<file path="src/rtl/lzwd_fifo.sv">
// lzwd_fifo: small register-based queue with occupancy count.
// Generic payload vector; no package dependency.
`timescale 1ns / 1ps

module lzwd_fifo #(
  parameter int WIDTH = 8,
  parameter int DEPTH = 2
) (
  input  logic                       clk,
  input  logic                       rst,
  input  logic                       push,
  input  logic [WIDTH-1:0]           wdata,
  input  logic                       pop,
  output logic [WIDTH-1:0]           rdata,
  output logic                       full,
  output logic                       empty,
  output logic [$clog2(DEPTH+1)-1:0] count
);

  localparam int AW = (DEPTH > 1) ? $clog2(DEPTH) : 1;
  localparam int CW = $clog2(DEPTH+1);

  logic [WIDTH-1:0] store [DEPTH];
  logic [AW-1:0]    rptr;
  logic [AW-1:0]    wptr;
  logic             do_push;
  logic             do_pop;

  assign full    = (count == CW'(DEPTH));
  assign empty   = (count == '0);
  assign do_push = push && !full;
  assign do_pop  = pop && !empty;
  assign rdata   = store[rptr];

  // pointers and count
  always_ff @(posedge clk) begin
    if (rst) begin
      rptr  <= '0;
      wptr  <= '0;
      count <= '0;
    end else begin
      if (do_push) begin
        wptr <= (wptr == AW'(DEPTH-1)) ? '0 : wptr + 1'b1;
      end
      if (do_pop) begin
        rptr <= (rptr == AW'(DEPTH-1)) ? '0 : rptr + 1'b1;
      end
      if (do_push && !do_pop) begin
        count <= count + 1'b1;
      end else if (do_pop && !do_push) begin
        count <= count - 1'b1;
      end
    end
  end

  // payload storage
  always_ff @(posedge clk) begin
    if (do_push) begin
      store[wptr] <= wdata;
    end
  end

endmodule

</file>
<file path="config.mk">
export PLATFORM = sky130hd
export DESIGN_NAME = lzwd_fifo
export DESIGN_NICKNAME = d
export VERILOG_FILES = /design/src/rtl/lzwd_fifo.sv
export SDC_FILE = /design/constraint.sdc
export NUM_CORES = 1
export LEC_CHECK = 0
export BUFFER_PORTS_ARGS = -buffer_cell sky130_fd_sc_hd__buf_2
export CAP_MARGIN = 30
export CORE_AREA = 5 5 47 49
export DETAILED_ROUTE_END_ITERATION = 10
export DIE_AREA = 0 0 52 54
export PLACE_DENSITY = 0.83
export SYNTH_ARGS = -nofsm -noshare
export SYNTH_HDL_FRONTEND = slang
export SYNTH_SLANG_ARGS = --single-unit
</file>
<file path="constraint.sdc">
create_clock -name clk -period 1.64 [get_ports clk]
set_input_delay 0.082 -clock clk [delete_from_list [all_inputs] [get_ports clk]]
set_output_delay 0.082 -clock clk [all_outputs]
set_load 0.01 [all_outputs]
</file>
==> impl_metrics.yaml <==
run_status:
  status: "finished clean"
layout:
  area_used_by_sequential_logic_in_the_layout_sq_um: 582
  count_of_antenna_diodes_in_the_layout: 0
  finish.instance_area_sq_um: 1050
  finalNonFillerCells: 112
  post_route_cells_drive_above_1_share: 0.424
  final.fill_count: 148
  layout-area-overhead-vs-synth_pct: 33.0
  multi_input_area_sq_um: 200
  final_nets: 99
global_route:
  wire_length_of_the_first_global_routing_pass_um: 1930
  grt_use_met3: 0.0277
  met1_routing_resource_usage_after_global_routing: 0.0931
  groute.layer.met2.usage: 0.192
  grt-ovfl-total: 0
  track_usage: 0.101
  grt_start_max_net_pins: 12
  initial_antenna_violation_count: 0
  via_count_of_the_first_global_routing_pass: 488
  global_route.peak_usage_layer: "met2"
cts:
  clock-sinks: 21
  clk-insertion-delay-late_ps: 290
  cts_tree: "done"
  clock_buffer_depth: 2
  clock_edge_transition_at_the_registers_on_the_reported_setup_and_hold_paths_ps: 110
  cts-htree-levels: 1
  number_of_buffers_created_by_cts: 3
  cts.root.buffer_cell: "clkbuf_4"
  cts.repair_timing.setup_buffer_count: 0
critical_path:
  endpoint_kind: "flop"
  worst-endpoint-arrival_ps: 1800
  crit_fanout: 6
  critical_path_required_ps: 1870
  timing.critical_path.from_type: "flop"
  setup.worst_path.class: "reg2reg"
routing:
  routed_wirelength_um: 1280
  ant_nets: 0
  detailedRoute.firstIterationViolations: 1
  firstDrtPassIters: 2
  wire_length_per_cell_after_detailed_routing_um: 11.4
  vias_per_std_cell: 4.46
  via_count_of_the_routed_design: 499
  detail_route.drc_violations: 0
synth:
  multiplexer_share_of_the_synthesized_area: 0.114
  yosys.cell_types.count: 13
  post_synthesis_cells: 50
  synthSimpleGateAreaFrac: 0.0584
  synth_compound_gate_area_share: 0.0315
  area_share_of_fa_ha_maj_cells_after_synthesis: 0.0158
  synth_flop_cell: "edfxtp_1"
  mappedNetlistArea_sq_um: 793
  yosysSeqAreaShare: 0.732
  synth_async_sr_flop_share: 0
  postSynthAreaPerCell_sq_um: 15.9
  yosys_warnings: 0
  post_synth_xor_area_fraction: 0.0331
  synth_enable_flop_cells: 16
  synth.most_common_cell: "edfxtp_1"
  synth.top_cells.by_area: "edfxtp_1, dfxtp_1, mux2_2"
  dominant_combinational_cell_family_by_area_after_synthesis: "multiplexers"
  yosys.area.top_type_share: 0.606
  yosys-top-cells-count: "edfxtp_1, mux2_2, dfxtp_1, nor2_1"
  mappedNetlistNets: 63
  post-synth-top-area-cell: "edfxtp_1"
  synth.ff_latch_count: 21
power:
  vdd.ir_drop.worst_uv: 881
  powerDensity_nw_per_um2: 1380
  power.total_mw: 1.45
  cellLeakagePower_nw: 0.426
sta:
  worst_slew_pin_slew_ps: 392
  final_critical_path_setup_slack_ps: 69.4
  max_slew_margin: 0.739
  clock.fmax_ghz: 0.637
  fin_tns_setup_ps: 0
  grt_setup_unrepaired: "false"
  setup_viol: 0
  hold_viol_final: 0
  timing.clock.skew_ps: 8.64
  layout_worst_path_cycle_share: 0.958
  final-max-slew-violation-count: 0
  post_route_minimum_period_ps: 1570
floorplan:
  die_span_in_y_um: 54
  coreArea_sq_um: 1820
  die-width_um: 52
  die_footprint_sq_um: 2810
  io_pins: 24
  placement_rows: 16
  starting_density_of_the_core: 0.435
placement:
  worst_case_setup_slack_after_placement_ps: 76.1
  gpl.final_weighted_congestion: 0.681
  post_placement_cell_count: 99
  dp_hpwl_um: 918
  area_post_placement_sq_um: 937
  io_buffers: 23
worst_hold_path:
  timing.hold.worst.class: "in2reg"
run:
  drv.max_cap_violation_count: 0
## power breakdown
part	switching, mW	internal, mW	leakage, nW	total [mW]
registers	0.0732	0.681	0.191	0.755
clock network	0.136	0.0945	0.0150	0.230
logic	0.230	0.236	0.220	0.466
total	0.439	1.01	0.426	1.45
## metal layers
| metal | wire (um) | vias to the layer above |
|---|---|---|
| li1 | - | 254 |
| met1 | 506 | 222 |
| met2 | 668 | 19 |
| met3 | 73 | 4 |
| met4 | 31 | 0 |
| met5 | 0 | - |
## logic make-up (layout without fill, tap and decap cells)
family	after synthesis	in the layout
flip-flops	21	21
AND/OR/NAND/NOR	9	9
multiplexers	8	8
AO/OA/AOI/OAI	5	5
XOR/XNOR	3	3
buffers and inverters	3	38
adder cells (fa/ha/maj)	1	1
## stage by stage
step,hold WS (ps),utilization
2_1_floorplan,151,-
3_3_place_gp,271,0.514
3_5_place_dp,273,0.514
4_1_cts,155,0.578
5_1_grt,193,0.579
6_report,161,0.579
## worst max-delay path: stages (launching register included)
cell and delay [ps]:
dfxtp_1 460, o21ai_0 180, ha_1 360, or3_1 370, a21oi_1 130
## final timing paths
kind / startpoint / to / slack, ps / depth (start not counted)
max: count[0]$_SDFFE_PP0P_ / count[1]$_SDFFE_PP0P_ / 70 / 4
min: push / wptr$_SDFFE_PP0N_ / 160 / 4
max reg2reg: count[0]$_SDFFE_PP0P_ / count[1]$_SDFFE_PP0P_ / 70 / 4
min reg2reg: wptr$_SDFFE_PP0N_ / wptr$_SDFFE_PP0N_ / 500 / 2
## timing repair
| item | CTS | global route |
|---|---|---|
| endpoints found under the setup margin | 0 | 1 |
| hold endpoints to repair | 19 | 0 |
| resized for setup | 0 | 1 |
| hold buffers | 9 | 0 |
## cell type report
cell class                      count  area share
Inverter                            2     0.00712
Tap cell                           27      0.0320
Timing Repair Buffer               32       0.195
Sequential cell                    21       0.552
Clock buffer                        4      0.0249
Multi-Input combinational cell     26       0.190
## cell usage in the layout, fill, tap and decap left out, types with 2 or more instances in the layout
| master | count |
|---|---|
| a21oi_1 | 2 |
| buf_2 | 23 |
| clkbuf_4 | 3 |
| dfxtp_1 | 4 |
| dlygate4sd3_1 | 9 |
| edfxtp_1 | 16 |
| inv_1 | 2 |
| mux2_2 | 8 |
| nor2_1 | 5 |
| o21ai_0 | 3 |
| or3_1 | 2 |
| xor2_1 | 3 |
## registers in the layout, indices dropped and copies added (netlist names), named ones only
signal	cells
wptr	1
count	2
rptr	1
store	16
(Power assumes the default switching activity.)
