`config.mk`:
```
export PLATFORM = sky130hd
export DESIGN_NAME = lzwd_front
export DESIGN_NICKNAME = d
export VERILOG_FILES = /design/src/rtl/lzwd_pkg.sv /design/src/rtl/lzwd_front.sv
export SDC_FILE = /design/constraint.sdc
export NUM_CORES = 1
export LEC_CHECK = 0
export BUFFER_PORTS_ARGS = -buffer_cell sky130_fd_sc_hd__buf_2
export CORE_MARGIN = 3
export CORE_UTILIZATION = 35
export CTS_CLUSTER_SIZE = 10
export DETAILED_ROUTE_END_ITERATION = 10
export GPL_ROUTABILITY_DRIVEN = 0
export PLACE_DENSITY_LB_ADDON = 0.15
export SETUP_SLACK_MARGIN = 0.02
export SKIP_CTS_REPAIR_TIMING = 1
export SLEW_MARGIN = 20
export SYNTH_ARGS = -nofsm -noshare
export SYNTH_HDL_FRONTEND = slang
export SYNTH_SLANG_ARGS = --single-unit
```
`constraint.sdc`:
```
create_clock -name clk -period 8.8 [get_ports clk]
set_clock_uncertainty 0.15 [all_clocks]
set_input_delay 1.76 -clock clk [delete_from_list [all_inputs] [get_ports clk]]
set_output_delay 1.76 -clock clk [all_outputs]
set_load 0.05 [all_outputs]
```
`src/rtl/lzwd_pkg.sv`:
```
// lzwd_pkg: shared types and constants for the word-oriented LZSS decompressor.
// Holds operation/status codes, the command passed from front to back,
// and the result item. No dependencies.
`timescale 1ns / 1ps

package lzwd_pkg;

  // history geometry (offset field is 11 bits wide)
  localparam int HIST_DEPTH = 2048;
  localparam int HIST_AW    = 11;
  localparam int CNT_LSB    = 11;

  // operation codes
  localparam logic [1:0] OP_START = 2'd0;
  localparam logic [1:0] OP_WORD  = 2'd1;
  localparam logic [1:0] OP_TICK  = 2'd2;

  // status codes
  localparam logic [1:0] ST_OK   = 2'd0;
  localparam logic [1:0] ST_BUSY = 2'd1;
  localparam logic [1:0] ST_IDLE = 2'd2;

  localparam logic [15:0] FLAG_MSB = 16'h8000;
  localparam logic [4:0]  FLAG_BITS = 5'd16;

  // decoder phase
  typedef enum logic [2:0] {
    PH_ITEM  = 3'b001,
    PH_COUNT = 3'b010,
    PH_RUN   = 3'b100
  } phase_t;

  // what the back end does with a command
  typedef enum logic [1:0] {
    K_NONE = 2'd0,
    K_LIT  = 2'd1,
    K_COPY = 2'd2,
    K_ZERO = 2'd3
  } kind_t;

  typedef struct packed {
    kind_t                kind;
    logic [15:0]          data;
    logic [HIST_AW-1:0]   wa;
    logic [HIST_AW-1:0]   ra;
    logic [1:0]           status;
    logic [15:0]          run_left;
    logic [31:0]          produced;
  } cmd_t;

  typedef struct packed {
    logic        out_valid;
    logic [15:0] out_word;
    logic [1:0]  status;
    logic [15:0] run_left;
    logic [31:0] produced;
  } res_t;

endpackage

```
`src/rtl/lzwd_front.sv`:
```
// lzwd_front: parses the compressed stream (flags, tokens, counts, ticks)
// and issues one command per transfer. Depends on lzwd_pkg.
`timescale 1ns / 1ps

module lzwd_front (
  input  logic          clk,
  input  logic          rst,
  input  logic          accept,
  input  logic [1:0]    operation,
  input  logic [15:0]   word,
  output lzwd_pkg::cmd_t cmd
);

  lzwd_pkg::phase_t                 phase, phase_next;
  logic [15:0]                      flag_bits, flag_bits_next;
  logic [4:0]                       flag_left, flag_left_next;
  logic [lzwd_pkg::HIST_AW-1:0]     pend_off, pend_off_next;
  logic [15:0]                      pend_cnt, pend_cnt_next;
  logic [lzwd_pkg::HIST_AW-1:0]     wp, wp_next;
  logic [31:0]                      produced, produced_next;
  logic                             emit;
  logic [4:0]                       tok_cnt;

  assign tok_cnt = word[15:lzwd_pkg::CNT_LSB];

  // decode one item against the current state
  always_comb begin
    phase_next     = phase;
    flag_bits_next = flag_bits;
    flag_left_next = flag_left;
    pend_off_next  = pend_off;
    pend_cnt_next  = pend_cnt;
    wp_next        = wp;
    produced_next  = produced;
    emit           = 1'b0;
    cmd.kind       = lzwd_pkg::K_NONE;
    cmd.data       = word;
    cmd.wa         = wp;
    cmd.ra         = wp - pend_off;
    cmd.status     = lzwd_pkg::ST_OK;

    case (operation)
      lzwd_pkg::OP_START: begin
        phase_next     = lzwd_pkg::PH_ITEM;
        flag_bits_next = '0;
        flag_left_next = '0;
        pend_off_next  = '0;
        pend_cnt_next  = '0;
        wp_next        = '0;
        produced_next  = '0;
      end
      lzwd_pkg::OP_WORD: begin
        if (phase == lzwd_pkg::PH_RUN) begin
          cmd.status = lzwd_pkg::ST_BUSY;
        end else if (phase == lzwd_pkg::PH_COUNT) begin
          pend_cnt_next = word;
          phase_next    = (word == '0) ? lzwd_pkg::PH_ITEM : lzwd_pkg::PH_RUN;
        end else if (flag_left == '0) begin
          flag_bits_next = word;
          flag_left_next = lzwd_pkg::FLAG_BITS;
        end else begin
          flag_bits_next = {flag_bits[14:0], 1'b0};
          flag_left_next = flag_left - 1'b1;
          if ((flag_bits & lzwd_pkg::FLAG_MSB) == '0) begin
            // literal
            emit     = 1'b1;
            cmd.kind = lzwd_pkg::K_LIT;
          end else begin
            // token: count in top bits, zero count means an extension word
            pend_off_next = word[lzwd_pkg::HIST_AW-1:0];
            if (tok_cnt == '0) begin
              pend_cnt_next = '0;
              phase_next    = lzwd_pkg::PH_COUNT;
            end else begin
              pend_cnt_next = 16'(tok_cnt);
              phase_next    = lzwd_pkg::PH_RUN;
            end
          end
        end
      end
      lzwd_pkg::OP_TICK: begin
        if (phase == lzwd_pkg::PH_RUN && pend_cnt != '0) begin
          emit          = 1'b1;
          cmd.kind      = (pend_off != '0) ? lzwd_pkg::K_COPY : lzwd_pkg::K_ZERO;
          pend_cnt_next = pend_cnt - 1'b1;
          if (pend_cnt == 16'd1) begin
            phase_next = lzwd_pkg::PH_ITEM;
          end
        end else begin
          cmd.status = lzwd_pkg::ST_IDLE;
        end
      end
      default: begin
      end
    endcase

    // every emitted word advances the history pointer and, until it saturates, the count
    if (emit) begin
      wp_next = wp + 1'b1;
      if (produced != '1) begin
        produced_next = produced + 1'b1;
      end
    end

    cmd.run_left = pend_cnt_next;
    cmd.produced = produced_next;
  end

  // decoder state
  always_ff @(posedge clk) begin
    if (rst) begin
      phase     <= lzwd_pkg::PH_ITEM;
      flag_bits <= '0;
      flag_left <= '0;
      pend_off  <= '0;
      pend_cnt  <= '0;
      wp        <= '0;
      produced  <= '0;
    end else if (accept) begin
      phase     <= phase_next;
      flag_bits <= flag_bits_next;
      flag_left <= flag_left_next;
      pend_off  <= pend_off_next;
      pend_cnt  <= pend_cnt_next;
      wp        <= wp_next;
      produced  <= produced_next;
    end
  end

endmodule

```
==> metrics.txt, run 1 <==
# TYPE chip_impl_metric gauge
chip_impl_metric{name="syn_area",unit="mm2"} 0.00689
chip_impl_metric{name="drtIter0Drc",unit=""} 603
chip_impl_metric{name="finalHoldViolations",unit=""} 0
chip_impl_info{name="outcome",value="completed"} 1
chip_impl_info{name="post_synth_main_area_contributors",value="sky130_fd_sc_hd__dfxtp_1 (27%), sky130_fd_sc_hd__nand2_1 (8.4%), sky130_fd_sc_hd__a21oi_1 (5.3%), sky130_fd_sc_hd__nand3_1 (5.0%), sky130_fd_sc_hd__ha_1 (3.8%)"} 1
chip_impl_metric{name="detailroute.via_count",unit=""} 7341
chip_impl_metric{name="drt.antenna.violating_nets",unit=""} 0
chip_impl_metric{name="cellLeakagePower",unit="nW"} 2.90
chip_impl_metric{name="grt_start_max_net_pins",unit=""} 79
chip_impl_metric{name="synthesis.instances",unit=""} 945
chip_impl_info{name="most_common_cell_after_layout_fill_and_taps_aside",value="sky130_fd_sc_hd__nand2_1"} 1
chip_impl_info{name="cp-start-kind",value="input pin"} 1
chip_impl_metric{name="core_region_area",unit="mm2"} 0.0190
chip_impl_metric{name="cts_max_path_buffers",unit=""} 2
chip_impl_metric{name="tightestPinTransition",unit="ns"} 0.966
chip_impl_metric{name="effective_utilization_at_floorplan",unit="%"} 36.2
chip_impl_metric{name="insertedDiodeCount",unit=""} 0
chip_impl_metric{name="synth-seq-area-share",unit="%"} 27.3
chip_impl_metric{name="synth-warning-count",unit=""} 0
chip_impl_metric{name="drcViolationCount",unit=""} 0
chip_impl_metric{name="gr-usage-all-layers",unit="%"} 20.5
chip_impl_metric{name="place.detailed.instances",unit=""} 1245
chip_impl_info{name="rsz0062_at_grt",value="false"} 1
chip_impl_metric{name="yosys_register_bits",unit=""} 94
chip_impl_metric{name="grt_pass1_vias",unit=""} 6693
chip_impl_metric{name="die_area",unit="mm2"} 0.0214
chip_impl_metric{name="crit_required",unit="ns"} 6.89
chip_impl_metric{name="syn_nets",unit=""} 988
chip_impl_metric{name="numCtsBuffers",unit=""} 9
chip_impl_info{name="cts_tree",value="built"} 1
chip_impl_metric{name="dp_hpwl",unit="um"} 15700
chip_impl_info{name="min-delay-path-class",value="flop to flop"} 1
chip_impl_metric{name="top_level_ports",unit=""} 111
chip_impl_metric{name="fillers",unit=""} 2043
chip_impl_info{name="synth_largest_area_cell",value="sky130_fd_sc_hd__dfxtp_1"} 1
chip_impl_metric{name="syn_area_cell",unit="um2"} 7.29
chip_impl_metric{name="max_cap_viol_count",unit=""} 0
chip_impl_metric{name="antenna_found_initial",unit=""} 0
chip_impl_metric{name="clkLatencyLatePin",unit="ns"} 0.35
chip_impl_metric{name="fmaxAchievable",unit="MHz"} 148
chip_impl_metric{name="synth_top_area_share",unit="%"} 27.3
chip_impl_metric{name="finalSetupViolations",unit=""} 0
chip_impl_metric{name="worstHoldPathCells",unit=""} 2
chip_impl_metric{name="power-per-cell-area",unit="mW/mm2"} 129
chip_impl_metric{name="period_needed",unit="ns"} 6.78
chip_impl_metric{name="core.rowCount",unit=""} 50
chip_impl_info{name="worstSetupEndpointType",value="output pin"} 1
chip_impl_metric{name="peakVddDrop",unit="mV"} 0.103
chip_impl_metric{name="post_synth_num_cell_types",unit=""} 85
chip_impl_info{name="path_class",value="input pin to output pin"} 1
chip_impl_metric{name="worst-endpoint-arrival",unit="ns"} 4.87
chip_impl_metric{name="grt_pass1_wl",unit="um"} 36300
chip_impl_metric{name="fin_cells",unit=""} 1261
chip_impl_metric{name="synth-async-reset-ratio",unit="%"} 0
chip_impl_metric{name="die_x",unit="um"} 146
chip_impl_metric{name="grt_residual_overflow",unit=""} 0
chip_impl_metric{name="die_height",unit="um"} 146
chip_impl_metric{name="routed_wire_length_per_instance",unit="um"} 18.1
chip_impl_metric{name="clock_slew_at_reported_path_ffs",unit="ns"} 0.07
chip_impl_metric{name="finalWirelength",unit="um"} 22800
chip_impl_metric{name="p_total",unit="mW"} 0.992
chip_impl_metric{name="synth_enable_flop_cells",unit=""} 0
chip_impl_metric{name="report.final.slew_viol_count",unit=""} 0
chip_impl_metric{name="timing.max_slew.rel_slack",unit="%"} 35.6
chip_impl_metric{name="buffer_ports.inserted",unit=""} 110
chip_impl_metric{name="layout-area-overhead-vs-synth",unit="%"} 12.0
chip_impl_metric{name="reg2regPathDepth",unit=""} 7
chip_impl_metric{name="cts_max_level",unit=""} 3
chip_impl_metric{name="design.final.nets",unit=""} 1039
chip_impl_metric{name="detailedRoute.firstPassIterationCount",unit=""} 5
chip_impl_metric{name="final_layout_size_suffix_gt1_share",unit="%"} 16.5
chip_impl_info{name="layout_common_cells",value="sky130_fd_sc_hd__nand2_1 (155), sky130_fd_sc_hd__buf_2 (110), sky130_fd_sc_hd__dfxtp_1 (94)"} 1
chip_impl_info{name="cts-root-buf",value="sky130_fd_sc_hd__clkbuf_16"} 1
chip_impl_metric{name="totalNegativeSetupSlack",unit="ns"} 0
chip_impl_info{name="synthFlopType",value="sky130_fd_sc_hd__dfxtp_1"} 1
chip_impl_metric{name="cts.sink_count",unit=""} 94
chip_impl_metric{name="via_density",unit=""} 5.82
chip_impl_metric{name="crit_path_max_fanout",unit=""} 51
chip_impl_metric{name="min_period_over_period",unit="%"} 77.0
-- worst paths after layout --
kind / to / slack (ns) / startpoint
setup / recovery: cmd[21] / 2.02 / operation[1]
hold / removal: flag_bits[4] / 0.30 / flag_bits[4]
setup reg to reg: produced[1] / 5.15 / produced[0]
hold reg to reg: flag_bits[4] / 0.30 / flag_bits[4]
-- per-layer routing --
metal	vias to the layer above	share of wire, %	track usage [%]
met3	28	5.0	3.04
met5	-	0	0
li1	3593	-	-
met4	0	1.8	5.55
met2	234	47	34.0
met1	3486	46	28.0
-- Yosys cell counts, types with 5 or more instances --
cell type / instances
sky130_fd_sc_hd__a211oi_1: 5
sky130_fd_sc_hd__a21oi_1: 73
sky130_fd_sc_hd__a22o_1: 10
sky130_fd_sc_hd__a22oi_1: 6
sky130_fd_sc_hd__a311oi_1: 7
sky130_fd_sc_hd__a31oi_1: 23
sky130_fd_sc_hd__and2_1: 6
sky130_fd_sc_hd__and3_1: 14
sky130_fd_sc_hd__and4_1: 6
sky130_fd_sc_hd__buf_2: 16
sky130_fd_sc_hd__buf_4: 18
sky130_fd_sc_hd__clkbuf_1: 35
sky130_fd_sc_hd__dfxtp_1: 94
sky130_fd_sc_hd__ha_1: 21
sky130_fd_sc_hd__inv_1: 37
sky130_fd_sc_hd__nand2_1: 155
sky130_fd_sc_hd__nand2b_1: 5
sky130_fd_sc_hd__nand3_1: 69
sky130_fd_sc_hd__nand4_1: 21
sky130_fd_sc_hd__nor2_1: 45
sky130_fd_sc_hd__nor2b_1: 5
sky130_fd_sc_hd__nor3_1: 22
sky130_fd_sc_hd__nor4_1: 13
sky130_fd_sc_hd__o211ai_1: 17
sky130_fd_sc_hd__o21ai_0: 33
sky130_fd_sc_hd__o21ai_1: 23
sky130_fd_sc_hd__o21bai_1: 5
sky130_fd_sc_hd__o31ai_1: 14
sky130_fd_sc_hd__o32ai_1: 7
sky130_fd_sc_hd__or3_1: 16
sky130_fd_sc_hd__or4_1: 17
sky130_fd_sc_hd__xnor2_1: 7
sky130_fd_sc_hd__xor2_1: 9
-- where the power goes --
part	total [mW]	internal (mW)	switching [mW]
sequential	0.436	0.430	0.00617
combinational	0.165	0.0397	0.125
clock	0.391	0.207	0.184
total	0.992	0.677	0.315
-- kinds of logic (layout without fill, tap and decap cells) --
family,after synthesis,after routing,synth area share (%)
adders and majority gates,22,22,4.11
and+or+nand+nor,426,426,32.1
DFF,94,94,27.3
xor gates and xnor gates,16,16,2.03
AOI/OAI and AO/OA,266,266,25.6
muxes,6,6,0.908
buffers and inverters,115,171,7.90
-- sequential cells by signal, summed over array words and instances (netlist names) --
signal and count:
flag_bits 16, phase 3, wp 11, flag_left 5
produced 32, pend_cnt 16, pend_off 11
-- worst max-delay path, stage by stage --
cell                       delay [ns]
sky130_fd_sc_hd__buf_2           0.12
sky130_fd_sc_hd__inv_1           0.07
sky130_fd_sc_hd__ha_2            0.16
sky130_fd_sc_hd__buf_4           0.45
sky130_fd_sc_hd__and2b_1         0.20
sky130_fd_sc_hd__o2111a_1        0.25
sky130_fd_sc_hd__a21oi_2         0.13
sky130_fd_sc_hd__o21ai_1         0.75
sky130_fd_sc_hd__buf_4           0.35
sky130_fd_sc_hd__o311ai_1        0.15
sky130_fd_sc_hd__o41ai_1         0.11
sky130_fd_sc_hd__buf_2           0.33
-- final cells by class --
| class | count | area, um2 | share of cell area [%] |
|---|---|---|---|
| multi-input combinational | 736 | 4480 | 58.0 |
| inverter | 38 | 143 | 1.85 |
| sequential | 94 | 1880 | 24.4 |
| tap | 260 | 325 | 4.22 |
| clock inverter | 5 | 31.3 | 0.406 |
| clock buffer | 11 | 253 | 3.28 |
| timing repair buffer | 117 | 603 | 7.82 |
-- per-stage QoR --
step	area (um2)	util (%)	hold WS (ns)	setup WS, ns
2_1_floorplan	6890	-	0.282	2.27
4_1_cts	7710	40.6	0.304	2.04
6_report	7710	40.6	0.301	2.02
5_1_grt	7710	40.6	0.329	1.79
3_5_place_dp	7430	39.1	0.293	2.06
3_3_place_gp	7430	39.1	0.290	2.08
No activity file was read; power rests on OpenSTA's default activity.
==> run 2: changes to the inputs <==
clock period = 5.6 ns   (was 8.8 ns; I/O delays follow)
==> metrics.txt, run 2 (synthesis gave the netlist of run 1 again) <==
# TYPE chip_impl_metric gauge
chip_impl_info{name="outcome",value="completed"} 1
chip_impl_metric{name="grt_start_max_net_pins",unit=""} 78
chip_impl_metric{name="r2r_setup_slack",unit="ns"} 2.47
chip_impl_metric{name="routed_wire_length_per_instance",unit="um"} 18.0
chip_impl_metric{name="buffer_ports.inserted",unit=""} 110
chip_impl_metric{name="die_x",unit="um"} 146
chip_impl_info{name="largest_registers",value="produced x32, flag_bits x16, pend_cnt x16"} 1
chip_impl_metric{name="dp_hpwl",unit="um"} 16000
chip_impl_metric{name="cts_max_path_buffers",unit=""} 2
chip_impl_metric{name="design.final.nets",unit=""} 1046
chip_impl_metric{name="insertedDiodeCount",unit=""} 0
chip_impl_metric{name="grt_residual_overflow",unit=""} 0
chip_impl_info{name="min-delay-path-class",value="flop to flop"} 1
chip_impl_metric{name="drcViolationCount",unit=""} 0
chip_impl_metric{name="grt_pass1_wl",unit="um"} 37100
chip_impl_info{name="worstSetupEndpointType",value="output pin"} 1
chip_impl_metric{name="sequentialPowerShare",unit="%"} 43.6
chip_impl_metric{name="worst-endpoint-arrival",unit="ns"} 3.46
chip_impl_metric{name="layout-area-overhead-vs-synth",unit="%"} 12.8
chip_impl_metric{name="cts_max_level",unit=""} 3
chip_impl_metric{name="p_total",unit="mW"} 1.57
chip_impl_metric{name="timing.max_slew.rel_slack",unit="%"} 39.1
chip_impl_metric{name="fin_cells",unit=""} 1268
chip_impl_metric{name="worstHoldPathCells",unit=""} 2
chip_impl_metric{name="combinationalPowerShare",unit="%"} 16.5
chip_impl_info{name="crit_chain",value="inv_1 > ha_1 > nor4b_1 > nand4_4 > a21oi_2 > o21ai_1 > buf_4 > o311ai_1 > o41ai_1 > buf_2"} 1
chip_impl_info{name="rsz0062_at_grt",value="false"} 1
chip_impl_info{name="rr_startpoint",value="pend_cnt[1]"} 1
chip_impl_info{name="path_class",value="flop to output pin"} 1
chip_impl_info{name="timing.rr.end",value="produced[7]"} 1
chip_impl_metric{name="detailedRoute.firstPassIterationCount",unit=""} 5
chip_impl_metric{name="drtIter0Drc",unit=""} 462
chip_impl_metric{name="finalHoldViolations",unit=""} 0
chip_impl_metric{name="finalWirelength",unit="um"} 22900
chip_impl_info{name="cp-start-kind",value="flop"} 1
chip_impl_metric{name="clkLatencyLatePin",unit="ns"} 0.36
chip_impl_info{name="most_common_cell_after_layout_fill_and_taps_aside",value="sky130_fd_sc_hd__nand2_1"} 1
chip_impl_info{name="worst_setup_path_startpoint",value="pend_cnt[1]"} 1
chip_impl_info{name="min_delay_src",value="flag_bits[1]"} 1
chip_impl_metric{name="gr-usage-all-layers",unit="%"} 21.0
chip_impl_metric{name="via_density",unit=""} 5.77
chip_impl_metric{name="max_reg_flops",unit=""} 32
chip_impl_metric{name="crit_required",unit="ns"} 4.33
chip_impl_metric{name="top_level_ports",unit=""} 111
chip_impl_metric{name="place.detailed.instances",unit=""} 1252
chip_impl_metric{name="detailroute.via_count",unit=""} 7313
chip_impl_metric{name="die_height",unit="um"} 146
chip_impl_metric{name="max_cap_viol_count",unit=""} 0
chip_impl_metric{name="maximum_cell_stage_delay_along_the_critical_path",unit="ns"} 0.71
chip_impl_metric{name="tightestPinTransition",unit="ns"} 0.914
chip_impl_metric{name="totalNegativeSetupSlack",unit="ns"} 0
chip_impl_metric{name="power.switching",unit="mW"} 0.518
chip_impl_info{name="cts_tree",value="built"} 1
chip_impl_metric{name="area_of_placed_instances",unit="mm2"} 0.00748
chip_impl_metric{name="finish.instance_area",unit="mm2"} 0.00777
chip_impl_metric{name="effective_utilization_at_floorplan",unit="%"} 36.2
chip_impl_metric{name="finalSetupViolations",unit=""} 0
chip_impl_info{name="layout_common_cells",value="sky130_fd_sc_hd__nand2_1 (155), sky130_fd_sc_hd__buf_2 (110), sky130_fd_sc_hd__dfxtp_1 (94)"} 1
chip_impl_metric{name="switching_share_of_power",unit="%"} 33.0
chip_impl_metric{name="grt_pass1_vias",unit=""} 6762
chip_impl_metric{name="power-per-cell-area",unit="mW/mm2"} 202
chip_impl_info{name="cts-root-buf",value="sky130_fd_sc_hd__clkbuf_16"} 1
chip_impl_metric{name="peakVddDrop",unit="mV"} 0.149
chip_impl_metric{name="min_period_over_period",unit="%"} 84.5
chip_impl_metric{name="core_region_area",unit="mm2"} 0.0190
chip_impl_metric{name="period_needed",unit="ns"} 4.73
chip_impl_metric{name="numCtsBuffers",unit=""} 9
chip_impl_metric{name="internal_power",unit="mW"} 1.05
chip_impl_metric{name="cts.sink_count",unit=""} 94
chip_impl_metric{name="cellLeakagePower",unit="nW"} 2.93
chip_impl_info{name="timing.hold.worst_endpoint",value="flag_bits[1]"} 1
chip_impl_metric{name="antenna_found_initial",unit=""} 0
chip_impl_metric{name="final_layout_size_suffix_gt1_share",unit="%"} 17.1
chip_impl_metric{name="power_frac_clock",unit="%"} 39.9
chip_impl_metric{name="core.rowCount",unit=""} 50
chip_impl_info{name="largest-register",value="produced"} 1
chip_impl_metric{name="die_area",unit="mm2"} 0.0214
chip_impl_metric{name="crit_path_max_fanout",unit=""} 24
chip_impl_metric{name="drt.antenna.violating_nets",unit=""} 0
chip_impl_metric{name="reg2regPathDepth",unit=""} 9
chip_impl_info{name="crit_path_top_delay_cell",value="sky130_fd_sc_hd__a21oi_2"} 1
chip_impl_metric{name="report.final.slew_viol_count",unit=""} 0
chip_impl_metric{name="clock_slew_at_reported_path_ffs",unit="ns"} 0.08
chip_impl_metric{name="fmaxAchievable",unit="MHz"} 211
run 2: worst max-delay path by stage:
stage | to | cells past startpoint
finish | cmd[21] | 10
global route | cmd[21] | 9
CTS | cmd[21] | 9
detailed placement | cmd[21] | 9
global placement | cmd[21] | 11
floorplan | cmd[21] | 9
run 2: layout make-up:
type | count | area, um2
Fill cell | 2056 | 11200
Multi-Input combinational cell | 736 | 4480
Sequential cell | 94 | 1880
Timing Repair Buffer | 124 | 656
Tap cell | 260 | 325
Clock buffer | 9 | 225
Inverter | 38 | 143
Clock inverter | 7 | 62.6
run 2: layer usage:
| layer | vias to the layer above | wire [um] | GRT usage, % |
|---|---|---|---|
| li1 | 3611 | - | - |
| met1 | 3453 | 10600 | 28.8 |
| met2 | 216 | 10500 | 33.8 |
| met3 | 33 | 1300 | 4.07 |
| met4 | 0 | 442 | 6.02 |
| met5 | - | 0 | 0 |
run 2: critical path: cells and delay by family (launching register included):
family | cells | cell delay [ns]
AND/OR/NAND/NOR | 2 | 0.76
AO/OA/AOI/OAI | 4 | 1.17
buffers and inverters | 3 | 0.60
flip-flops | 1 | 0.33
adder cells (fa/ha/maj) | 1 | 0.21
run 2: per-stage QoR:
step                utilization [%]  setup WS [ns]  hold WS [ns]
floorplan                         -          0.353         0.282
global route                   40.8          0.631         0.330
detailed placement             39.3          0.923         0.294
global placement               39.3          0.965         0.291
finish                         40.8          0.867         0.303
CTS                            40.8          0.898         0.306
run 2: power groups by stage:
stage | clock network [mW] | registers [mW] | logic, mW
after CTS | 0.644 | 0.685 | 0.259
after global routing | 0.672 | 0.686 | 0.280
after detailed placement | 0 | 0.700 | 0.259
final | 0.626 | 0.685 | 0.259
after global placement | 0 | 0.700 | 0.259
after floorplan | 0 | 0.697 | 0.193
